==> config.mk <==
export PLATFORM = sky130hd
export DESIGN_NAME = spti_ram
export DESIGN_NICKNAME = d
export VERILOG_FILES = /design/src/rtl/core/speed_profile_time_interpolator_unit_assert.svh /design/src/rtl/core/spti_ram.sv
export SDC_FILE = /design/constraint.sdc
export NUM_CORES = 2
export LEC_CHECK = 0
export ABC_CLOCK_PERIOD_IN_PS = 4100
export BUFFER_PORTS_ARGS = -buffer_cell sky130_fd_sc_hd__buf_2
export CAP_MARGIN = 20
export CELL_PAD_IN_SITES_DETAIL_PLACEMENT = 0
export CELL_PAD_IN_SITES_GLOBAL_PLACEMENT = 2
export CORE_ASPECT_RATIO = 1.25
export CORE_MARGIN = 4
export CORE_UTILIZATION = 46
export DETAILED_ROUTE_END_ITERATION = 16
export HOLD_SLACK_MARGIN = 0.06
export PLACE_DENSITY = 0.72
export SYNTH_ARGS = -nofsm -noshare
export SYNTH_HDL_FRONTEND = slang
export SYNTH_SLANG_ARGS = --single-unit
==> constraint.sdc <==
create_clock -name clk_i -period 4.1 [get_ports clk_i]
set_input_delay 0.82 -clock clk_i [delete_from_list [all_inputs] [get_ports clk_i]]
set_output_delay 0.82 -clock clk_i [all_outputs]
set_load 0.01 [all_outputs]
==> src/rtl/core/speed_profile_time_interpolator_unit_assert.svh <==
// Assertion macros shared by the interpolator modules.
`ifndef SPEED_PROFILE_TIME_INTERPOLATOR_UNIT_ASSERT_SVH
`define SPEED_PROFILE_TIME_INTERPOLATOR_UNIT_ASSERT_SVH
// Implication checked on every rising clock edge outside reset.
`define SPTI_ASSERT_IMP(lbl, clk, rst_n, pre, post) \
  lbl: assert property (@(posedge clk) disable iff (!rst_n) (pre) |-> (post)) \
    else $error("assertion failed");
// Next-cycle implication checked outside reset.
`define SPTI_ASSERT_NXT(lbl, clk, rst_n, pre, post) \
  lbl: assert property (@(posedge clk) disable iff (!rst_n) (pre) |=> (post)) \
    else $error("assertion failed");
`endif

==> src/rtl/core/spti_ram.sv <==
// Generic single-port-write, one-read RAM with registered read data.
module spti_ram #(
  parameter int unsigned Width = 32,
  parameter int unsigned Depth = 64
) (
  input  logic                     clk_i,
  input  logic                     we_i,
  input  logic [$clog2(Depth)-1:0] waddr_i,
  input  logic [Width-1:0]         wdata_i,
  input  logic [$clog2(Depth)-1:0] raddr_i,
  output logic [Width-1:0]         rdata_o
);
  logic [Width-1:0] mem [Depth];

  always_ff @(posedge clk_i) begin
    if (we_i) begin
      mem[waddr_i] <= wdata_i;
    end
    rdata_o <= mem[raddr_i];
  end
endmodule

==> run metrics <==
final worst slack 1.42 ns; RSZ-0062 raised after global routing no; Clock Sinks 2080; Setup Buffers After CTS 0; Via-to-Cell Ratio 6.14; CP Cell Sequence buf_8 > buf_4 > mux4_2 > o221ai_1 > a21oi_1 > a21oi_1 > nor2_1; TritonRoute pass-1 iters 7; #FFs+latches synth 2080; P per Cell Area 485 mW/mm2; Post-synth EDFFs 2048; asr flop ratio synth 0; Setup CP Type primary input to flip-flop; H-tree levels 4; Worst Path Arrival 3.39 ns; largest net degree at the start of global routing 65; largest buffer count on any clock path 3; hold_buf cts 0; first-pass GRT wire length 293 mm; DRC Markers 0; Util after Layout 0.531; Worst-Skew Late Latency 0.83 ns; MaxCap Viol Count 0; hpwl dp 121 mm; Initial Util 0.462; outcome completed; Peak Freq 0.374 GHz; Final setup violation count 0; Worst path max stage delay 0.57 ns; Slew @ Worst Pin 1.13 ns; layout cells sized above 1 0.313; drt first-iter violations 4324; clock tree from TritonCTS yes; Buffers on Ports 77; vias in the first global route 38300; wire length per cell 34.4 um; height of the die 470 um; Cell Rows 169; CP dominant cell by count a21oi_1; min Tclk post-route 2.68 ns; Placed Cells incl. Taps 5645; Min Hold Slack 0.327 ns; total track usage 0.237; clock skew 0.0260 ns; slowest library cell on the worst path mux4_2; yosys warns 0; combinational power share 0.051; leakage 28.2 nW; Place WS 0.543 ns; # fillers 12800; Reg power frac 0.541; I/O pin count 78; Switch Pwr 9.16 mW; Clk network pwr share 0.408; die span in x 378 um; root buffer cell clkbuf_16; syn_area_per_cell 23.6 um2; cell family with most CP delay buffers and inverters; Unique masters post-synth 34; Mapped Cells 3324; Req. time, crit path 4.81 ns; Sw Ratio 0.210; CTS Buf Count 196; internal power 34.5 mW; period utilization 0.653; ys flop type edfxtp_1; final WL 208 mm; Max Transition Viols Final 0; die footprint 0.177 mm2; CP Max Fanout 51; Final GP Congestion 0.793; via count 37100; sequential area share after synthesis 0.791; GRT overflow 0; post-CTS sizing 0; Mapped Nets 3370; Critical Path Start Type primary input; post-route ant nets 0; CP endpoint kind flip-flop; Max-Slew Margin vs Limit 0.250; fin cells 6041; clk slew on worst S/H paths 0.06 ns; core footprint 0.170 mm2; final net count 3689; HP Class primary input to flip-flop; CP bufs+invs 2; Peak VDD IR 0.000372 V; final setup TNS 0 ns; area grow syn2layout 14.9%; Hold Fails Final Rpt 0; initial antenna violation count 20; Mapped Area 0.0785 mm2
==> registers in the layout (all words and copies together), names as in the netlist <==
name and count:
mem 2048, rdata_o 32
==> cell usage after synthesis (21+ instances only) <==
master    count  area (um2)
edfxtp_1   2048       61500
mux4_2      544       12300
nor2_1      137         514
mux2i_1      93         931
o22ai_1      84         526
clkbuf_1     74         278
a21oi_1      62         310
buf_2        57         285
dfxtp_1      32         641
o221ai_1     27         236
nand2_1      26        97.6
buf_4        25         188
buf_1        21        78.8
==> kinds of logic (layout without fill, tap and decap cells) <==
group / Yosys count / count (layout) / synth area share
multiplexers: 637 / 637 / 0.168
flip-flops: 2080 / 2080 / 0.791
AND/OR/NAND/NOR: 223 / 223 / 0.0127
AO/OA/AOI/OAI: 202 / 202 / 0.0167
buffers and inverters: 182 / 669 / 0.0113
other: 0 / 7 / 0
==> routing by layer <==
metal  GRT usage  wire length, um
met5           0               53
met4      0.0691             6340
met3      0.0421            15700
met2       0.403           107000
met1       0.314            78900
==> worst paths after layout <==
kind,cells past startpoint,slack [ns],endpoint,from
max,7,1.42,rdata_o[27],raddr_i[1]
min,1,0.33,mem[34][22],wdata_i[22]
max reg2reg,4,2.16,rdata_o[31],mem[62][31]
min reg2reg,4,0.85,rdata_o[17],mem[29][17]
==> cell type report <==
| cell class | count | area, um2 | share of cell area |
|---|---|---|---|
| Sequential cell | 2080 | 62100 | 0.689 |
| Multi-Input combinational cell | 1062 | 16000 | 0.177 |
| Clock buffer | 255 | 5310 | 0.0589 |
| Timing Repair Buffer | 303 | 2950 | 0.0327 |
| Tap cell | 2223 | 2780 | 0.0308 |
| Clock inverter | 111 | 1000 | 0.0111 |
| Antenna cell | 7 | 17.5 | 0.000194 |
==> placed cells by master, fill, tap and decap left out, drive strengths merged, types with 3 or more instances in the layout <==
cell type and n:
nand3 5, mux4 544, or3 3, and3 4, bufinv 16, o32ai 4, a41o 4, clkbuf 255
o221ai 27, nor2 137, dfxtp 32, a21oi 62, clkinvlp 5, diode 7, nand2b 8, a311oi 8
inv 9, mux2i 93, or2 3, o22ai 84, a22oi 12, nor3 7, nor2b 15, edfxtp 2048
nand2 26, buf 303, or3b 5, nand3b 5, clkinv 81
==> per-stage QoR <==
| stage | total power, mW | instance area, um2 |
|---|---|---|
| after global routing | 45.1 | 90200 |
| after floorplan | 25.2 | 78500 |
| after global placement | 26.3 | 83400 |
| after detailed placement | 26.3 | 83400 |
| after CTS | 44.0 | 89700 |
| final | 43.7 | 90200 |
==> power groups by stage <==
stage               clock network [mW]  logic [mW]  registers (mW)
finish                            17.8        2.24            23.6
global route                      19.1        2.37            23.6
CTS                               18.1        2.23            23.7
detailed placement                   0        2.23            24.1
global placement                     0        2.18            24.1
floorplan                            0        1.14            24.1
Note: power is estimated with default switching activity, not from simulation.
