`config.mk`:
```
export PLATFORM = sky130hd
export DESIGN_NAME = spti_back
export DESIGN_NICKNAME = d
export VERILOG_FILES = /design/src/rtl/core/spti_pkg.sv /design/src/rtl/core/spti_back.sv
export VERILOG_INCLUDE_DIRS = /design/src /design/src/rtl/core
export SDC_FILE = /design/constraint.sdc
export NUM_CORES = 2
export LEC_CHECK = 0
export BUFFER_PORTS_ARGS = -buffer_cell sky130_fd_sc_hd__buf_2
export CORE_ASPECT_RATIO = 0.9
export CORE_MARGIN = 2
export CORE_UTILIZATION = 50
export CTS_CLUSTER_DIAMETER = 50
export CTS_CLUSTER_SIZE = 8
export DETAILED_ROUTE_END_ITERATION = 8
export PLACE_DENSITY = 0.68
export SETUP_SLACK_MARGIN = 0.2
export SLEW_MARGIN = 15
export SYNTH_ARGS = -nofsm -noshare
export SYNTH_HDL_FRONTEND = slang
export SYNTH_SLANG_ARGS = --single-unit
```
`constraint.sdc`:
```
create_clock -name clk_i -period 16.97 [get_ports clk_i]
set_clock_uncertainty 0.05 [all_clocks]
set_input_delay 2.5455 -clock clk_i [delete_from_list [all_inputs] [get_ports clk_i]]
set_output_delay 2.5455 -clock clk_i [all_outputs]
set_load 0.02 [all_outputs]
```
`src/rtl/core/speed_profile_time_interpolator_unit_assert.svh`:
```
// Assertion macros shared by the interpolator modules.
`ifndef SPEED_PROFILE_TIME_INTERPOLATOR_UNIT_ASSERT_SVH
`define SPEED_PROFILE_TIME_INTERPOLATOR_UNIT_ASSERT_SVH
// Implication checked on every rising clock edge outside reset.
`define SPTI_ASSERT_IMP(lbl, clk, rst_n, pre, post) \
  lbl: assert property (@(posedge clk) disable iff (!rst_n) (pre) |-> (post)) \
    else $error("assertion failed");
// Next-cycle implication checked outside reset.
`define SPTI_ASSERT_NXT(lbl, clk, rst_n, pre, post) \
  lbl: assert property (@(posedge clk) disable iff (!rst_n) (pre) |=> (post)) \
    else $error("assertion failed");
`endif

```
`src/rtl/core/spti_pkg.sv`:
```
// Shared types and constants of the speed profile interpolator.
package spti_pkg;
  localparam int unsigned Depth = 64;
  localparam int unsigned IdxW = $clog2(Depth);
  localparam int unsigned CntW = IdxW + 1;
  localparam int unsigned ValW = 32;
  localparam int unsigned RatW = 30;

  localparam logic [1:0] CmdAppend = 2'd0;
  localparam logic [1:0] CmdClear = 2'd1;
  localparam logic [1:0] CmdEval = 2'd2;

  localparam logic [1:0] StOk = 2'd0;
  localparam logic [1:0] StFew = 2'd1;
  localparam logic [1:0] StSpan = 2'd2;
  localparam logic [1:0] StFull = 2'd3;

  typedef struct packed {
    logic [1:0] command;
    logic signed [ValW-1:0] point_pos;
    logic signed [ValW-1:0] point_time;
    logic signed [ValW-1:0] point_speed;
    logic signed [ValW-1:0] point_accel;
    logic signed [ValW-1:0] point_jerk;
  } req_t;

  typedef struct packed {
    logic [1:0] status;
    logic signed [ValW-1:0] out_pos;
    logic signed [ValW-1:0] out_time;
    logic signed [ValW-1:0] out_speed;
    logic signed [ValW-1:0] out_accel;
    logic signed [ValW-1:0] out_jerk;
    logic signed [ValW-1:0] span_time;
    logic [CntW-1:0] point_count;
  } rsp_t;

  // Classified job handed from the front end to the back end.
  typedef struct packed {
    logic eval;
    logic [1:0] status;
    logic [CntW-1:0] count;
    logic signed [ValW-1:0] query;
    logic signed [ValW-1:0] first_t;
    logic signed [ValW-1:0] last_t;
    logic signed [ValW-1:0] span;
  } job_t;
endpackage

```
`src/rtl/core/spti_back.sv`:
```
// Back end: binary search, ratio divide and per-quantity interpolation.
module spti_back (
  input  logic                      clk_i,
  input  logic                      rst_ni,
  input  logic                      job_valid_i,
  output logic                      job_stall_o,
  input  spti_pkg::job_t            job_i,
  output logic [spti_pkg::IdxW-1:0] rd_addr_o,
  input  logic [5*spti_pkg::ValW-1:0] rd_data_i,
  output logic                      out_valid_o,
  input  logic                      out_stall_i,
  output spti_pkg::rsp_t            out_data_o
);
  `include "speed_profile_time_interpolator_unit_assert.svh"

  localparam int unsigned VW = spti_pkg::ValW;
  localparam int unsigned RW = spti_pkg::RatW;
  localparam int unsigned CW = spti_pkg::CntW;
  localparam int unsigned IW = spti_pkg::IdxW;
  localparam int unsigned DivCntW = $clog2(RW + 1);

  localparam logic [3:0] SIdle = 4'd0;
  localparam logic [3:0] SSrchRd = 4'd1;
  localparam logic [3:0] SSrchWt = 4'd2;
  localparam logic [3:0] SSrchCmp = 4'd3;
  localparam logic [3:0] SRdA = 4'd4;
  localparam logic [3:0] SRdB = 4'd5;
  localparam logic [3:0] SGetA = 4'd6;
  localparam logic [3:0] SGetB = 4'd7;
  localparam logic [3:0] SDiv = 4'd8;
  localparam logic [3:0] SMul = 4'd9;
  localparam logic [3:0] SAcc = 4'd10;
  localparam logic [3:0] SOut = 4'd11;
  localparam logic [3:0] SProd = 4'd12;

  logic [3:0] st_q, st_d;
  spti_pkg::job_t job_q;
  logic [CW-1:0] lo_q, lo_d, cnt_q, cnt_d, step_w, mid_w;
  logic [VW-1:0] pa_q [5];
  logic [VW-1:0] pb_q [5];
  logic [VW:0] dtot_q, rem_q;
  logic [RW:0] quo_q;
  logic [DivCntW-1:0] dstep_q;
  logic [2:0] qi_q;
  logic [VW:0] mag_q;
  logic neg_q;
  logic [VW+RW:0] mulr_q;
  spti_pkg::rsp_t res_q;
  logic res_valid_q;
  logic [IW-1:0] raddr;
  logic signed [VW:0] dx_w, dts_w;
  logic [VW:0] rem_sh;
  logic [VW:0] pr_w;
  logic signed [VW:0] val_w;
  logic signed [VW-1:0] t_mid;
  logic job_acc;

  assign job_stall_o = (st_q != SIdle) || res_valid_q;
  assign job_acc = (st_q == SIdle) && job_valid_i && !job_stall_o;
  assign step_w = cnt_q >> 1;
  assign mid_w = lo_q + step_w;
  assign t_mid = rd_data_i[4*VW-1:3*VW];
  assign rd_addr_o = raddr;

  always_comb begin
    raddr = mid_w[IW-1:0];
    if (st_q == SRdA) raddr = (lo_q == '0) ? '0 : lo_q[IW-1:0] - 1'b1;
    if (st_q == SRdB) raddr = (lo_q >= job_q.count) ? job_q.count[IW-1:0] - 1'b1
                                                     : lo_q[IW-1:0];
  end

  assign dx_w = $signed({pb_q[qi_q][VW-1], pb_q[qi_q]}) - $signed({pa_q[qi_q][VW-1], pa_q[qi_q]});
  assign dts_w = $signed({job_q.query[VW-1], job_q.query})
               - $signed({pa_q[1][VW-1], pa_q[1]});
  assign rem_sh = {rem_q[VW-1:0], 1'b0};
  assign pr_w = mulr_q[VW+RW:RW];
  assign val_w = neg_q ? $signed({pa_q[qi_q][VW-1], pa_q[qi_q]}) - $signed(pr_w)
                       : $signed({pa_q[qi_q][VW-1], pa_q[qi_q]}) + $signed(pr_w);

  always_comb begin
    st_d = st_q;
    lo_d = lo_q;
    cnt_d = cnt_q;
    unique case (st_q)
      SIdle: if (job_acc) begin
        st_d = job_i.eval ? SSrchRd : SOut;
        lo_d = '0;
        cnt_d = job_i.count;
      end
      SSrchRd: st_d = (cnt_q == '0) ? SRdA : SSrchWt;
      SSrchWt: st_d = SSrchCmp;
      SSrchCmp: begin
        if ($signed(t_mid) < job_q.query) begin
          lo_d = mid_w + 1'b1;
          cnt_d = cnt_q - step_w - 1'b1;
        end else begin
          cnt_d = step_w;
        end
        st_d = SSrchRd;
      end
      SRdA: st_d = SRdB;
      SRdB: st_d = SGetA;
      SGetA: st_d = SGetB;
      SGetB: st_d = SDiv;
      SDiv: st_d = (dstep_q == '0) ? SMul : SDiv;
      SMul: st_d = SProd;
      SProd: st_d = SAcc;
      SAcc: st_d = (qi_q == 3'd4) ? SOut : SMul;
      SOut: st_d = SIdle;
      default: st_d = SIdle;
    endcase
  end

  always_ff @(posedge clk_i or negedge rst_ni) begin
    if (!rst_ni) begin
      st_q <= SIdle;
      res_valid_q <= 1'b0;
    end else begin
      st_q <= st_d;
      if (st_q == SOut) begin
        res_valid_q <= 1'b1;
      end else if (!out_stall_i) begin
        res_valid_q <= 1'b0;
      end
    end
  end

  always_ff @(posedge clk_i) begin
    lo_q <= lo_d;
    cnt_q <= cnt_d;
    case (st_q)
      SIdle: begin
        if (job_acc) begin
          job_q <= job_i;
          res_q <= '0;
        end
      end
      SRdB: begin
        // Left point arrives; it is also the answer when the search hits entry 0.
        for (int k = 0; k < 5; k++) pa_q[k] <= rd_data_i[(5-k)*VW-1 -: VW];
      end
      SGetA: begin
        for (int k = 0; k < 5; k++) pb_q[k] <= rd_data_i[(5-k)*VW-1 -: VW];
        dtot_q <= $signed({rd_data_i[4*VW-1], rd_data_i[4*VW-1:3*VW]})
                - $signed({pa_q[1][VW-1], pa_q[1]});
        rem_q <= '0;
        quo_q <= '0;
        dstep_q <= DivCntW'(RW);
        qi_q <= '0;
      end
      SDiv: begin
        if (dstep_q == DivCntW'(RW)) begin
          // Clamp dt into [0, dtot]; a full interval gives the integer bit of the ratio.
          if (dts_w < 0) begin
            rem_q <= '0;
            quo_q <= '0;
          end else if (dts_w >= $signed(dtot_q)) begin
            rem_q <= '0;
            quo_q <= (RW+1)'(1);
          end else begin
            rem_q <= dts_w;
            quo_q <= '0;
          end
          dstep_q <= dstep_q - 1'b1;
        end else if (dstep_q != '0) begin
          if (rem_sh >= dtot_q) begin
            rem_q <= rem_sh - dtot_q;
            quo_q <= {quo_q[RW-1:0], 1'b1};
          end else begin
            rem_q <= rem_sh;
            quo_q <= {quo_q[RW-1:0], 1'b0};
          end
          dstep_q <= dstep_q - 1'b1;
        end else begin
          if (rem_sh >= dtot_q) quo_q <= {quo_q[RW-1:0], 1'b1};
          else quo_q <= {quo_q[RW-1:0], 1'b0};
        end
      end
      SMul: begin
        neg_q <= dx_w < 0;
        mag_q <= (dx_w < 0) ? -dx_w : dx_w;
      end
      SAcc: begin
        res_q.out_time <= job_q.query;
        case (qi_q)
          3'd0: res_q.out_pos <= val_w[VW-1:0];
          3'd2: res_q.out_speed <= val_w[VW-1:0];
          3'd3: res_q.out_accel <= val_w[VW-1:0];
          default: res_q.out_jerk <= val_w[VW-1:0];
        endcase
        qi_q <= (qi_q == 3'd0) ? 3'd2 : qi_q + 1'b1;
      end
      SOut: begin
        res_q.status <= job_q.status;
        res_q.span_time <= job_q.span;
        res_q.point_count <= job_q.count;
        if (job_q.eval && (lo_q == '0 || lo_q >= job_q.count || $signed(dtot_q) <= 0)) begin
          // Whole-point answer: end of search, or a right point whose time is not above the left point's.
          res_q.out_pos <= pa_q[0];
          res_q.out_speed <= pa_q[2];
          res_q.out_accel <= pa_q[3];
          res_q.out_jerk <= pa_q[4];
          res_q.out_time <= (lo_q == '0 || lo_q >= job_q.count) ? pa_q[1] : job_q.query;
          if (lo_q >= job_q.count) begin
            res_q.out_pos <= pb_q[0];
            res_q.out_time <= pb_q[1];
            res_q.out_speed <= pb_q[2];
            res_q.out_accel <= pb_q[3];
            res_q.out_jerk <= pb_q[4];
          end
        end
      end
      default: ;
    endcase
  end

  // Product of magnitude and ratio, with half-ulp rounding, registered before use.
  always_ff @(posedge clk_i) begin
    mulr_q <= mag_q[VW-1:0] * quo_q + (VW+RW+1)'(1 << (RW-1));
  end

  assign out_valid_o = res_valid_q;
  assign out_data_o = res_q;

  `SPTI_ASSERT_IMP(a_busy_stall, clk_i, rst_ni, st_q != SIdle, job_stall_o)
  `SPTI_ASSERT_NXT(a_out_next, clk_i, rst_ni, st_q == SOut, out_valid_o)
  `SPTI_ASSERT_IMP(a_qi_range, clk_i, rst_ni, st_q == SAcc, qi_q != 3'd1)
endmodule

```
==> out/metrics.cfg <==
[outcome]
outcome=finished, final reports clean

[route]
drc=0
drt_iter0_drc=4879
postRouteAntennaNets=0
vias=53164
wl_per_cell_um=23.0
dr.pass1.iters=6
viasPerCell=5.71
drt_wl_total_um=214000

[synth]
yosysUniqueCellTypes=83
synth_top_area_cell=edfxtp_1
yosysSeqAreaShare=0.316
synth_area_um2=73500
ys_warn_count=0
synth_top_area_share=0.305
synth_ff_type=edfxtp_1
synth.area.top_cells=edfxtp_1 30%, fa_1 24%, ha_1 9.0%, inv_1 6.0%, and2_1 5.4%
synth_fp_nets=8620
synth-edff-count=746
ys_ff_latch=786
ys_async_sr_fraction=0.00636
avgSynthCellArea_um2=10.6
syn_inst=6914

[placed_design]
dp_hpwl_um=164000
routabilityCongestion=0.947
port_buffers=446

[sta]
hold_violations=0
relSlewSlack=0.106
timing.setup.tns_ps=0
finalCritPeriodShare=0.598
setup_violations=0
worst_slew_pin_slew_ps=1330
fmax_ghz=0.0986
maxSlewViolCount=0
rsz0062_at_grt=no
fin_crit_ps=10140

[die]
boundaryPins=511
fp.dieArea_um2=150000
start_util=0.504
die_w_um=408
fp.dieH_um=368
std_cell_rows=133
core_area_um2=146000

[worst_setup_path]
critPathCapture=mulr_q[61]
rr_worst_depth=28
cp.required_ps=17540
path_max_fanout=19
worstReg2RegStart=mag_q[11]
critPathLaunchType=flop
arrival_ps=10720
endpoint_kind=flop
cpMaxStageDelayCell=edfxtp_1
crit_top_cell=fa_1
path_class=flop to flop
slowest_delay_ps=1050
reg2reg_slack_ps=6830
crit_start=mag_q[11]
r2r_end=mulr_q[61]

[layout]
multiInputGateArea_um2=44800
fin_nets=8973
syn2layout_area_growth_pct=10.6
fill_cells=12426
seq_area_um2=23200
final_util=0.557
drive_above_1_share=0.115

[clock_network]
root_buffer=clkbuf_16
cts_buffers=113
cts.sinks=786
clkSlewWorstSetupHoldPaths_ps=50
ctsHoldBuffers=0
worstSkewPairLatency_ps=760
ctsLongestPathBuffers=3
htree_levels=3
cts_tree=done
post_cts_resized=0
cts_setup_buffers=0

[global_route]
overflow=0
grt_pass1_wl_um=327000
grt_max_degree=132
grt_use_total=0.287
grt_pass1_vias=54904
antenna_found_initial=31

[run]
drv_cap=0

[hold_path]
hold_path_class=flop to flop
whs_path_depth=1

-- state kept, by name, indices dropped and copies added (netlist names), 5 cells and up, named ones only --
| name | flops |
|---|---|
| mulr_q | 32 |
| out_data_o | 201 |
| dtot_q | 33 |
| dstep_q | 5 |
| lo_q | 7 |
| mag_q | 32 |
| rem_q | 32 |
| pb_q | 160 |
| quo_q | 31 |
| pa_q | 160 |
| cnt_q | 7 |
| job_q | 74 |
-- per-stage QoR --
step	hold WS (ps)	setup WS (ps)	area, um2	cells
floorplan	447	2650	73500	6914
global placement	449	6800	77900	9109
CTS	466	6810	81300	9299
global route	481	6250	81300	9308
detailed placement	453	6820	77900	9109
finish	462	6830	81300	9312
-- synth_stat cells, types with 63 or more instances --
cell type  instances
inv_1           1180
fa_1             873
edfxtp_1         746
nand2_1          656
and2_1           639
ha_1             531
clkbuf_1         282
a21oi_1          277
o21ai_0          247
nor2_1           203
xnor2_1          180
mux2i_1          144
a21o_1           113
mux4_2            64
xor2_1            63
-- how the worst min path moves through the flow --
stage               slack (ps)        from               to
finish                     460    job_q[4]   out_data_o[11]
global route               480    job_q[0]    out_data_o[7]
CTS                        470  job_q[135]  out_data_o[199]
detailed placement         450  job_q[135]  out_data_o[199]
global placement           450   job_q[29]   out_data_o[36]
floorplan                  450    job_q[3]   out_data_o[10]
-- cell type report --
type / instances / share of cell area
diodes: 13 / 0.000400
clock buffers: 175 / 0.0385
clock inverters: 15 / 0.00299
inverters: 1180 / 0.0546
multi-input cells: 4644 / 0.551
flip-flops and latches: 786 / 0.286
well taps: 1957 / 0.0301
repair buffers: 542 / 0.0365
-- cells in the final DEF (no fill, tap or decap), types with 63 or more instances in the layout --
| cell type | n |
|---|---|
| nand2_1 | 655 |
| buf_4 | 95 |
| inv_1 | 1179 |
| mux4_2 | 64 |
| ha_1 | 531 |
| o21ai_0 | 244 |
| fa_1 | 873 |
| xor2_1 | 63 |
| nor2_1 | 196 |
| a21oi_1 | 275 |
| edfxtp_1 | 746 |
| buf_2 | 446 |
| a21o_1 | 113 |
| clkbuf_16 | 115 |
| mux2i_1 | 144 |
| and2_1 | 639 |
| xnor2_1 | 180 |
-- worst max-delay path: cells and delay by family (launching register included) --
kind / cells / cell delay [ps]
adder cells (fa/ha/maj): 9 / 4240
AO/OA/AOI/OAI: 10 / 3460
flip-flops: 1 / 1050
buffers and inverters: 5 / 570
AND/OR/NAND/NOR: 3 / 570
XOR/XNOR: 1 / 140
-- layer usage --
metal | GRT usage | wire (um) | vias up
li1 | - | - | 23341
met1 | 0.399 | 89000 | 26969
met2 | 0.444 | 96500 | 2404
met3 | 0.0548 | 19000 | 428
met4 | 0.114 | 9220 | 22
met5 | 0 | 147 | -
-- kinds of logic (layout without fill, tap and decap cells) --
kind of cell / after synthesis / after routing / synth area share
other cells: 0 / 13 / 0
fa+ha+maj: 1405 / 1405 / 0.328
compound gates: 921 / 921 / 0.0779
simple gates: 1805 / 1805 / 0.124
xor+xnor: 243 / 243 / 0.0290
flops: 786 / 786 / 0.316
buf+inv: 1484 / 1912 / 0.0759
mux: 270 / 270 / 0.0487
Power is not shown: default switching activity piles up to over one toggle a cycle in this logic, so the estimate is an artifact.
