$ cat config.mk
export PLATFORM = sky130hd
export DESIGN_NAME = spti_front
export DESIGN_NICKNAME = d
export VERILOG_FILES = /design/src/rtl/core/spti_pkg.sv /design/src/rtl/core/spti_front.sv
export VERILOG_INCLUDE_DIRS = /design/src /design/src/rtl/core
export SDC_FILE = /design/constraint.sdc
export NUM_CORES = 1
export LEC_CHECK = 0
export BUFFER_PORTS_ARGS = -buffer_cell sky130_fd_sc_hd__buf_2
export CORE_ASPECT_RATIO = 0.8
export CORE_MARGIN = 1.5
export CORE_UTILIZATION = 54
export CTS_BUF_LIST = sky130_fd_sc_hd__clkbuf_8
export DETAILED_ROUTE_END_ITERATION = 10
export GPL_TIMING_DRIVEN = 0
export HOLD_SLACK_MARGIN = 0.03
export PLACE_DENSITY = 0.83
export RECOVER_POWER = 25
export SETUP_SLACK_MARGIN = 0.05
export SYNTH_ARGS = -nofsm -noshare
export SYNTH_HDL_FRONTEND = slang
export SYNTH_SLANG_ARGS = --single-unit
$ cat constraint.sdc
create_clock -name clk_i -period 9.1 [get_ports clk_i]
set_input_delay 0.91 -clock clk_i [delete_from_list [all_inputs] [get_ports clk_i]]
set_output_delay 0.91 -clock clk_i [all_outputs]
set_load 0.05 [all_outputs]
$ cat src/rtl/core/speed_profile_time_interpolator_unit_assert.svh
// Assertion macros shared by the interpolator modules.
`ifndef SPEED_PROFILE_TIME_INTERPOLATOR_UNIT_ASSERT_SVH
`define SPEED_PROFILE_TIME_INTERPOLATOR_UNIT_ASSERT_SVH
// Implication checked on every rising clock edge outside reset.
`define SPTI_ASSERT_IMP(lbl, clk, rst_n, pre, post) \
  lbl: assert property (@(posedge clk) disable iff (!rst_n) (pre) |-> (post)) \
    else $error("assertion failed");
// Next-cycle implication checked outside reset.
`define SPTI_ASSERT_NXT(lbl, clk, rst_n, pre, post) \
  lbl: assert property (@(posedge clk) disable iff (!rst_n) (pre) |=> (post)) \
    else $error("assertion failed");
`endif

$ cat src/rtl/core/spti_pkg.sv
// Shared types and constants of the speed profile interpolator.
package spti_pkg;
  localparam int unsigned Depth = 64;
  localparam int unsigned IdxW = $clog2(Depth);
  localparam int unsigned CntW = IdxW + 1;
  localparam int unsigned ValW = 32;
  localparam int unsigned RatW = 30;

  localparam logic [1:0] CmdAppend = 2'd0;
  localparam logic [1:0] CmdClear = 2'd1;
  localparam logic [1:0] CmdEval = 2'd2;

  localparam logic [1:0] StOk = 2'd0;
  localparam logic [1:0] StFew = 2'd1;
  localparam logic [1:0] StSpan = 2'd2;
  localparam logic [1:0] StFull = 2'd3;

  typedef struct packed {
    logic [1:0] command;
    logic signed [ValW-1:0] point_pos;
    logic signed [ValW-1:0] point_time;
    logic signed [ValW-1:0] point_speed;
    logic signed [ValW-1:0] point_accel;
    logic signed [ValW-1:0] point_jerk;
  } req_t;

  typedef struct packed {
    logic [1:0] status;
    logic signed [ValW-1:0] out_pos;
    logic signed [ValW-1:0] out_time;
    logic signed [ValW-1:0] out_speed;
    logic signed [ValW-1:0] out_accel;
    logic signed [ValW-1:0] out_jerk;
    logic signed [ValW-1:0] span_time;
    logic [CntW-1:0] point_count;
  } rsp_t;

  // Classified job handed from the front end to the back end.
  typedef struct packed {
    logic eval;
    logic [1:0] status;
    logic [CntW-1:0] count;
    logic signed [ValW-1:0] query;
    logic signed [ValW-1:0] first_t;
    logic signed [ValW-1:0] last_t;
    logic signed [ValW-1:0] span;
  } job_t;
endpackage

$ cat src/rtl/core/spti_front.sv
// Front end: accepts requests, appends points, tracks count and end times.
module spti_front (
  input  logic                  clk_i,
  input  logic                  rst_ni,
  input  logic                  in_valid_i,
  output logic                  in_stall_o,
  input  spti_pkg::req_t        in_data_i,
  output logic                  job_valid_o,
  input  logic                  job_stall_i,
  output spti_pkg::job_t        job_o,
  output logic                  wr_en_o,
  output logic [spti_pkg::IdxW-1:0] wr_addr_o
);
  `include "speed_profile_time_interpolator_unit_assert.svh"

  logic [spti_pkg::CntW-1:0] cnt_q, cnt_d;
  logic signed [spti_pkg::ValW-1:0] first_q, first_d, last_q, last_d;
  logic job_valid_q;
  spti_pkg::job_t job_q;
  logic acc;
  logic signed [spti_pkg::ValW:0] span_w;
  logic signed [spti_pkg::ValW-1:0] span_sat;
  spti_pkg::job_t job_d;
  logic full;

  // One job in flight at a time keeps table writes away from a running search.
  assign in_stall_o = job_valid_q || job_stall_i;
  assign acc = in_valid_i && !in_stall_o;
  assign full = (cnt_q == spti_pkg::CntW'(spti_pkg::Depth));
  assign wr_en_o = acc && (in_data_i.command == spti_pkg::CmdAppend) && !full;
  assign wr_addr_o = cnt_q[spti_pkg::IdxW-1:0];

  always_comb begin
    cnt_d = cnt_q;
    first_d = first_q;
    last_d = last_q;
    if (acc) begin
      if (wr_en_o) begin
        cnt_d = cnt_q + 1'b1;
        last_d = in_data_i.point_time;
        if (cnt_q == '0) begin
          first_d = in_data_i.point_time;
        end
      end else if (in_data_i.command == spti_pkg::CmdClear) begin
        cnt_d = '0;
      end
    end
    span_w = {last_d[spti_pkg::ValW-1], last_d} - {first_d[spti_pkg::ValW-1], first_d};
    if (span_w[spti_pkg::ValW] != span_w[spti_pkg::ValW-1]) begin
      span_sat = span_w[spti_pkg::ValW] ? {1'b1, {(spti_pkg::ValW-1){1'b0}}}
                                        : {1'b0, {(spti_pkg::ValW-1){1'b1}}};
    end else begin
      span_sat = span_w[spti_pkg::ValW-1:0];
    end
    job_d.eval = 1'b0;
    job_d.status = spti_pkg::StOk;
    job_d.count = cnt_d;
    job_d.query = in_data_i.point_time;
    job_d.first_t = first_q;
    job_d.last_t = last_q;
    job_d.span = (cnt_d == '0) ? '0 : span_sat;
    case (in_data_i.command)
      spti_pkg::CmdAppend: if (full) job_d.status = spti_pkg::StFull;
      spti_pkg::CmdEval: begin
        if (cnt_q < spti_pkg::CntW'(2)) begin
          job_d.status = spti_pkg::StFew;
        end else if (in_data_i.point_time < first_q || in_data_i.point_time > last_q) begin
          job_d.status = spti_pkg::StSpan;
        end else begin
          job_d.eval = 1'b1;
        end
      end
      default: ;
    endcase
  end

  always_ff @(posedge clk_i or negedge rst_ni) begin
    if (!rst_ni) begin
      cnt_q <= '0;
      job_valid_q <= 1'b0;
    end else begin
      cnt_q <= cnt_d;
      if (acc) begin
        job_valid_q <= 1'b1;
      end else if (!job_stall_i) begin
        job_valid_q <= 1'b0;
      end
    end
  end

  always_ff @(posedge clk_i) begin
    first_q <= first_d;
    last_q <= last_d;
    if (acc) begin
      job_q <= job_d;
    end
  end

  assign job_valid_o = job_valid_q;
  assign job_o = job_q;

  `SPTI_ASSERT_IMP(a_cnt_max, clk_i, rst_ni, 1'b1, cnt_q <= spti_pkg::CntW'(spti_pkg::Depth))
  `SPTI_ASSERT_IMP(a_no_wr_busy, clk_i, rst_ni, job_valid_q, !wr_en_o)
  `SPTI_ASSERT_NXT(a_acc_job, clk_i, rst_ni, acc, job_valid_q)
endmodule

==> flow_summary.json, run 1 <==
{
  "die_h_um": 126.7,
  "postCtsResizedCells": 0,
  "hold_viol": 0,
  "cts_hold_buf": 0,
  "power_density_nw_per_um2": 335.0,
  "core_area_um2": 18860,
  "start_util": 0.5474,
  "layout_common_cells": "buf_2, edfxtp_1, inv_1",
  "antenna_found_initial": 0,
  "startpoint_type": "input port",
  "finalSetupTns_ps": 0,
  "syn_area_um2": 10320,
  "crit_path_end_kind": "flop",
  "fmax_ghz": 0.1485,
  "syn_avg_cell_area_um2": 11.37,
  "ys_seq_area_frac": 0.5448,
  "drc": 0,
  "hold_class": "input port to async pin",
  "htreeDepth": 2,
  "ys_types": 66,
  "async_flop_share": 0.03810,
  "setup_viol": 0,
  "p_leak_nw": 5.432,
  "rsz0062_at_grt": "no",
  "fillers": 1459,
  "ys_ff_latch": 210,
  "clock_latency_ps": 520,
  "cts.sinks": 210,
  "ir_drop_uv": 143.8,
  "grt_pass1_vias": 7365,
  "required_ps": 9340,
  "synth_ff_type": "edfxtp_1",
  "timing.final.crit_share": 0.7401,
  "dieArea_um2": 19960,
  "grt_pass1_wl_mm": 37.02,
  "synthCells": 908,
  "dpl.hpwl_mm": 17.67,
  "status": "complete, but fails checks",
  "area_growth_pct": 18.92,
  "slew-limit-headroom": -0.03784,
  "synth_edf_count": 138,
  "critPathKind": "input port to flop",
  "routed_wl_mm": 23.56,
  "crit_arrival_ps": 6970,
  "row_count": 45,
  "fin_worst_skew_ps": 21.85,
  "cts_root_buffer": "clkbuf_8",
  "reg2reg_depth": 20,
  "violations": "max-capacitance violations, max-slew violations",
  "io_pins": 313,
  "cts_setup_buffers": 0,
  "synth_warnings": 0,
  "die_w_um": 157.6,
  "min_period_ps": 6735,
  "antenna_cells": 0,
  "viasPerCell": 5.390,
  "grt_overflow": 0,
  "path_max_fanout": 10,
  "routedWlPerCell_um": 16.64,
  "drv_cap": 1,
  "drt_iter0_markers": 517,
  "ant_nets": 0,
  "syn_nets": 1172,
  "layout.nets": 1396,
  "final_layout_size_suffix_gt1_frac": 0.2047,
  "cts_tree": "built",
  "gp_congestion": 0.8810,
  "layout_commonest_cell": "buf_2",
  "io_buffer_count": 184,
  "first_pass_iters": 5,
  "drv_slew": 25,
  "track_usage": 0.2397,
  "worst_pin_slew_ps": 1557,
  "fin_util": 0.6509,
  "clockBufferDepth": 3,
  "clk_pin_slew_ps": 60,
  "numCtsBuffers": 34,
  "p_total_mw": 4.113,
  "grt_max_degree": 38,
  "num_vias": 7632
}
==> cell usage after synthesis (2+ instances only) <==
library cell,n,area (um^2)
a21o_1,34,255.2
nor2_1,27,101.4
or2_2,3,18.77
o21a_1,3,22.52
buf_2,4,20.02
a31oi_1,7,43.79
o21ai_1,12,60.06
nor2b_1,8,50.05
or4_1,2,15.01
nor4_1,3,18.77
nor3_1,6,30.03
buf_6,3,33.78
a211oi_1,2,15.01
nand2b_1,12,75.07
mux2i_1,33,330.3
a21boi_0,2,15.01
dfrtp_1,8,200.2
buf_4,10,75.07
o21ai_0,81,405.4
a221oi_1,2,17.52
nand4_1,17,106.4
edfxtp_1,138,4144
or2_1,3,18.77
a21oi_1,56,280.3
and2_1,3,18.77
nand2_1,57,214.0
o211ai_1,2,15.01
and3_1,4,25.02
xnor2_1,16,140.1
nand3_1,11,55.05
ha_1,97,1214
or3_1,7,43.79
a311o_1,2,20.02
xor2_1,10,87.58
inv_1,108,405.4
o2111ai_1,2,17.52
o21bai_1,6,45.04
o31ai_1,5,37.54
clkbuf_1,12,45.04
dfxtp_1,64,1281
==> state kept, by name (all words and copies together) (netlist names) <==
name         count
last_q          32
cnt_q            7
job_valid_o      1
job_o          138
first_q         32
==> stage by stage <==
step | cell area, um^2 | instances | worst slack, ps | hold slack (ps)
after global routing | 12280 | 1416 | 1974 | 347.0
final | 12280 | 1416 | 2365 | 324.4
after floorplan | 10320 | 908 | 1269 | 408.2
after detailed placement | 11660 | 1354 | 1967 | 418.7
after global placement | 11570 | 1350 | -792.5 | 414.1
after CTS | 12340 | 1416 | 2447 | 219.4
==> final timing paths <==
| path | startpoint | end | slack, ps |
|---|---|---|---|
| setup / recovery | job_stall_i | job_o[7]$_SDFFCE_PN0N_ | 2360 |
| hold / removal | rst_ni | cnt_q[0]$_DFF_PN0_ | 320 |
| setup reg to reg | job_valid_o$_DFFE_PN0P_ | job_o[7]$_SDFFCE_PN0N_ | 2460 |
| hold reg to reg | last_q[31]$_DFF_P_ | job_o[63]$_DFFE_PN_ | 430 |
| max in group asynchronous | rst_ni | cnt_q[4]$_DFF_PN0_ | 8460 |
| min in group clk_i | last_q[31]$_DFF_P_ | job_o[63]$_DFFE_PN_ | 430 |
==> power breakdown <==
| group | internal, mW | total [mW] | switching (mW) |
|---|---|---|---|
| Clock | 0.446 | 0.809 | 0.363 |
| Sequential | 1.29 | 1.40 | 0.107 |
| Combinational | 0.672 | 1.90 | 1.23 |
| Total | 2.41 | 4.11 | 1.70 |
==> routing by layer <==
layer | vias up | global-route usage | part of all wire
li1 | 3727 | - | -
met1 | 3571 | 0.3255 | 0.45
met2 | 282 | 0.3732 | 0.45
met3 | 52 | 0.05706 | 0.073
met4 | 0 | 0.09267 | 0.027
met5 | - | 0 | 0
==> worst max-delay path, cell delays in order <==
cell       delay (ps)
buf_2             100
or2_0             230
or3_1             310
buf_2             170
or2_4             260
nand2b_4          170
nor4b_2          1030
buf_4             380
mux2i_1           340
ha_1              350
a21oi_1           240
o21ai_0           150
or3_1             390
nor3_1            370
o41ai_2           210
a211oi_2          330
a2bb2oi_1         380
or2_1             160
buf_4             180
buf_6             170
o21ai_0           140
==> cell families after synthesis <==
logic type      count (synthesis)  synth area share
compound gates                232            0.1398
xor+xnor                       26           0.02205
fa+ha+maj                      98            0.1195
buf+inv                       138           0.05659
flops                         210            0.5448
mux                            34           0.03308
simple gates                  170           0.08410
==> layout make-up <==
class / instances / area (um^2) / area share
clock buffer: 42 / 578.1 / 0.04708
inverter: 109 / 410.4 / 0.03343
buffer: 29 / 173.9 / 0.01416
tap: 258 / 322.8 / 0.02629
timing repair buffer: 188 / 943.4 / 0.07684
sequential: 210 / 5625 / 0.4582
clock inverter: 20 / 108.9 / 0.008866
multi-input combinational: 560 / 4115 / 0.3352
Note: power is estimated with default switching activity, not from simulation.
==> run 2: changes to the inputs <==
Clock period 9.1 ns to 6.6 ns, I/O delays scaled along.
==> flow_summary.json, run 2 (synthesis results as in run 1) <==
{
  "status": "finished clean",
  "worst_pin_slew_ps": 1245,
  "drv_slew": 0,
  "min_period_ps": 5886,
  "hold_viol": 0,
  "cp_num_buf_inv": 7,
  "fin_worst_skew_ps": 16.74,
  "grt_pass1_vias": 7403,
  "startpoint": "job_valid_o$_DFFE_PN0P_",
  "finalSetupTns_ps": 0,
  "hold_class": "input port to flop",
  "routed_wl_mm": 24.32,
  "critPathSlowestCell": "dfrtp_1",
  "dp.cells": 1354,
  "slew-limit-headroom": 0.1697,
  "fillers": 1422,
  "start_util": 0.5474,
  "critical-path-max-stage-delay_ps": 390,
  "path_cells": "or2_0 -> or3_1 -> buf_2 -> or2_4 -> nand2b_4 -> nor4b_4 -> buf_4 -> buf_12 -> buf_4 -> mux2i_1 -> ha_1 -> buf_2 -> a21oi_1 -> o21ai_0 -> or3_1 -> nor3_1 -> o41ai_2 -> a211oi_2 -> a2bb2oi_1 -> or2_1 -> buf_4 -> buf_6 -> o21ai_0",
  "clock_latency_ps": 510,
  "rsz0062_at_grt": "no",
  "die_h_um": 126.7,
  "reg2reg_from": "job_valid_o$_DFFE_PN0P_",
  "cts_root_buffer": "clkbuf_8",
  "crit_arrival_ps": 6100,
  "power.switching_mw": 2.376,
  "ant_nets": 0,
  "gp_congestion": 0.8879,
  "num_vias": 7793,
  "dpl.hpwl_mm": 17.76,
  "layout_commonest_cell": "buf_2",
  "cts.sinks": 210,
  "row_count": 45,
  "antenna_cells": 0,
  "startpoint_type": "flop",
  "track_usage": 0.2431,
  "fin_area_um2": 12370,
  "final_layout_size_suffix_gt1_frac": 0.2057,
  "layout.nets": 1400,
  "path_max_fanout": 10,
  "largest_reg_flops": 138,
  "crit_path_end_kind": "flop",
  "reg2reg_to": "job_o[7]$_SDFFCE_PN0N_",
  "timing.final.crit_share": 0.8919,
  "ir_drop_uv": 206.9,
  "fmax_ghz": 0.1699,
  "drc": 0,
  "fin_ws_ps": 713.6,
  "fin_cells": 1420,
  "cts_tree": "built",
  "numCtsBuffers": 34,
  "cp_top_family": "simple AND/OR/NAND/NOR gates",
  "reg2reg_depth": 23,
  "antenna_found_initial": 0,
  "reg2reg_slack_ps": 710,
  "dp_slack_ps": -286.9,
  "layout_common_cells": "buf_2, edfxtp_1, inv_1",
  "htreeDepth": 2,
  "comb_power_share": 0.460,
  "switching_share": 0.4114,
  "critPathKind": "flop to flop",
  "grt_pass1_wl_mm": 37.64,
  "seqPwrFrac": 0.335,
  "cp.depth": 23,
  "grt_max_degree": 38,
  "clockBufferDepth": 3,
  "dieArea_um2": 19960,
  "die_w_um": 157.6,
  "first_pass_iters": 5,
  "routedWlPerCell_um": 17.13,
  "power.internal_mw": 3.399,
  "grt_overflow": 0,
  "drt_iter0_markers": 524,
  "viasPerCell": 5.488,
  "io_pins": 313,
  "drv_cap": 0,
  "p_leak_nw": 5.464,
  "io_buffer_count": 184,
  "endpoint": "job_o[7]$_SDFFCE_PN0N_",
  "setup_viol": 0,
  "core_area_um2": 18860,
  "required_ps": 6810,
  "area_growth_pct": 19.85,
  "power.clock.fraction": 0.205,
  "cpMostUsedCell": "buf_4",
  "clk_pin_slew_ps": 60,
  "power_density_nw_per_um2": 466.7,
  "dpl_cell_area_um2": 11660
}
## run 2: worst min path at each step
stage | slack, ps | cells after the start | to | startpoint
floorplan | 360 | 0 | cnt_q[0]$_DFF_PN0_ | rst_ni
global placement | 410 | 0 | job_o[33]$_DFFE_PN_ | last_q[1]$_DFF_P_
detailed placement | 420 | 0 | job_o[63]$_DFFE_PN_ | last_q[31]$_DFF_P_
CTS | 350 | 2 | job_valid_o$_DFFE_PN0P_ | job_stall_i
global route | 370 | 2 | job_valid_o$_DFFE_PN0P_ | job_stall_i
finish | 390 | 2 | job_valid_o$_DFFE_PN0P_ | job_stall_i
## run 2: power by group through the flow
stage	Clock (mW)	Sequential, mW	Combinational (mW)
finish	1.18	1.93	2.66
global route	1.26	1.96	2.92
CTS	1.21	1.93	2.63
detailed placement	0	1.95	2.60
global placement	0	1.95	2.51
floorplan	0	2.27	1.64
## run 2: metrics by stage
stage / utilization / hold WS, ps / power, mW
4_1_cts: 0.6580 / 353.9 / 5.772
6_report: 0.6561 / 388.7 / 5.775
5_1_grt: 0.6561 / 370.5 / 6.139
3_3_place_gp: 0.6135 / 414.2 / 4.463
3_5_place_dp: 0.6184 / 416.6 / 4.549
2_1_floorplan: - / 364.4 / 3.916
## run 2: area by class of cell
class	count	area (um^2)	area share
inverters	109	410.4	0.03316
clock inverters	21	165.2	0.01335
well taps	258	322.8	0.02609
repair buffers	192	988.4	0.07988
clock buffers	41	564.3	0.04560
multi-input cells	560	4124	0.3333
flip-flops and latches	210	5625	0.4546
plain buffers	29	173.9	0.01405
## run 2: metal layers
metal / up-vias / part of all wire / track usage / wire length, um
met4: 0 / 0.021 / 0.08213 / 520
met5: - / 0 / 0 / 0
met1: 3722 / 0.44 / 0.3302 / 10720
met3: 41 / 0.077 / 0.05535 / 1876
li1: 3723 / - / - / -
met2: 307 / 0.46 / 0.3861 / 11210
## run 2: timing repair
item	in CTS	in global routing
pin swaps	0	1
setup endpoints to repair	6	19
setup buffers	0	3
endpoints found under the hold margin	8	0
resized for setup	1	0
hold buffers	1	0
==> run 3: changes to the inputs <==
Settings changed: RECOVER_POWER 25 to 100.
==> flow_summary.json, run 3 (synthesis results as in run 1) <==
{
  "reg2reg_depth": 21,
  "routed_wl_mm": 24.42,
  "clock_latency_ps": 510,
  "slew-limit-headroom": -0.2867,
  "drc": 0,
  "fmax_ghz": 0.1664,
  "setup_viol": 0,
  "cts_root_buffer": "clkbuf_8",
  "dpl.hpwl_mm": 17.76,
  "num_vias": 7782,
  "core_area_um2": 18860,
  "timing.final.crit_share": 0.9105,
  "required_ps": 6810,
  "antenna_cells": 0,
  "cts.sinks": 210,
  "drv_cap": 3,
  "ir_drop_uv": 206.7,
  "start_util": 0.5474,
  "fin_util": 0.6433,
  "fin_area_um2": 12130,
  "grt_pass1_vias": 7403,
  "viasPerCell": 5.480,
  "clk_pin_slew_ps": 60,
  "reg2reg_from": "job_valid_o$_DFFE_PN0P_",
  "violations": "max-capacitance violations, max-slew violations",
  "grt_pass1_wl_mm": 37.64,
  "die_w_um": 157.6,
  "gp_congestion": 0.8879,
  "io_buffer_count": 184,
  "rsz0062_at_grt": "no",
  "crit_arrival_ps": 6220,
  "largest_reg_flops": 138,
  "routedWlPerCell_um": 17.20,
  "hold_depth": 2,
  "crit_path_end_kind": "flop",
  "fin_cells": 1420,
  "critPathKind": "flop to flop",
  "layout.nets": 1400,
  "drv_slew": 110,
  "first_pass_iters": 5,
  "track_usage": 0.2431,
  "p_leak_nw": 5.011,
  "ant_nets": 0,
  "reg2reg_slack_ps": 590,
  "fin_worst_skew_ps": 17.89,
  "status": "complete, but fails checks",
  "clockBufferDepth": 3,
  "min_period_ps": 6009,
  "io_pins": 313,
  "htreeDepth": 2,
  "fillers": 1526,
  "hold_path_end": "job_valid_o$_DFFE_PN0P_",
  "layout_common_cells": "clkbuf_1, edfxtp_1, inv_1",
  "dieArea_um2": 19960,
  "worst_pin_slew_ps": 1930,
  "reg2reg_to": "job_o[7]$_SDFFCE_PN0N_",
  "startpoint_type": "flop",
  "antenna_found_initial": 0,
  "numCtsBuffers": 34,
  "area_growth_pct": 17.51,
  "dpl_cell_area_um2": 11660,
  "hold_viol": 0,
  "power_density_nw_per_um2": 472.9,
  "dp.cells": 1354,
  "grt_max_degree": 38,
  "grt_overflow": 0,
  "drt_iter0_markers": 525,
  "hold_class": "input port to flop",
  "final_layout_size_suffix_gt1_frac": 0.07315,
  "min_from": "job_stall_i",
  "die_h_um": 126.7,
  "row_count": 45,
  "layout_commonest_cell": "clkbuf_1",
  "cts_tree": "built",
  "path_max_fanout": 10
}
run 3: what timing repair did:
action	in CTS	in global routing
setup endpoints to repair	6	19
resized for setup	1	0
pin swaps	0	1
endpoints found under the hold margin	8	0
setup buffers	0	3
hold buffers	1	0
run 3: critical path, stage by stage, from the launching register on:
cell and delay (ps):
dfrtp_1 390, or2_0 270, or3_1 320, clkbuf_1 190, or2_0 330, nand2b_4 220, nor4b_4 220, buf_4 190
buf_12 120, buf_4 230, mux2i_1 290, ha_1 340, a21oi_2 230, nand2_1 90, a221o_1 380, or2_1 320
a2111oi_4 390, o31ai_1 180, nor2_1 140, a311o_1 280, clkbuf_1 360, o21ai_0 220
run 3: report_power, final:
part | switching (mW) | total [mW] | internal [mW]
clock network | 0.500 | 1.18 | 0.682
logic | 1.72 | 2.62 | 0.893
registers | 0.151 | 1.94 | 1.79
total | 2.37 | 5.74 | 3.36
run 3: through the flow:
stage	setup TNS [ps]	power, mW	hold slack, ps	setup WS, ps
6_report	0	5.737	387.2	590.6
5_1_grt	0	6.099	370.5	215.7
4_1_cts	0	5.772	353.9	378.6
3_5_place_dp	-5010	4.549	416.6	-286.9
3_3_place_gp	-5369	4.463	414.2	-307.7
2_1_floorplan	0	3.916	364.4	1050
run 3: final cells by class:
class	count	area, um^2	share of cell area
Inverter	109	410.4	0.03382
Clock inverter	21	165.2	0.01361
Timing Repair Buffer	192	755.7	0.06229
Tap cell	258	322.8	0.02661
Clock buffer	41	564.3	0.04651
Buffer	29	171.4	0.01413
Multi-Input combinational cell	560	4118	0.3394
Sequential cell	210	5625	0.4636
run 3: worst max-delay path by stage:
stage                             end  cells after the start                    start  slack, ps
2_1_floorplan  job_o[3]$_SDFFCE_PN0N_                     20              job_stall_i       1050
3_3_place_gp   job_o[7]$_SDFFCE_PN0N_                     22              job_stall_i       -310
5_1_grt        job_o[9]$_SDFFCE_PN0N_                     22  job_valid_o$_DFFE_PN0P_        220
3_5_place_dp   job_o[5]$_SDFFCE_PN0N_                     21              job_stall_i       -290
6_report       job_o[7]$_SDFFCE_PN0N_                     21  job_valid_o$_DFFE_PN0P_        590
4_1_cts        job_o[7]$_SDFFCE_PN0N_                     20  job_valid_o$_DFFE_PN0P_        380
run 3: layer usage:
layer	vias up	wire length, um	GRT usage
met5	-	0	0
met4	0	613	0.08213
met3	50	1810	0.05535
met2	312	11150	0.3861
met1	3691	10840	0.3302
li1	3729	-	-
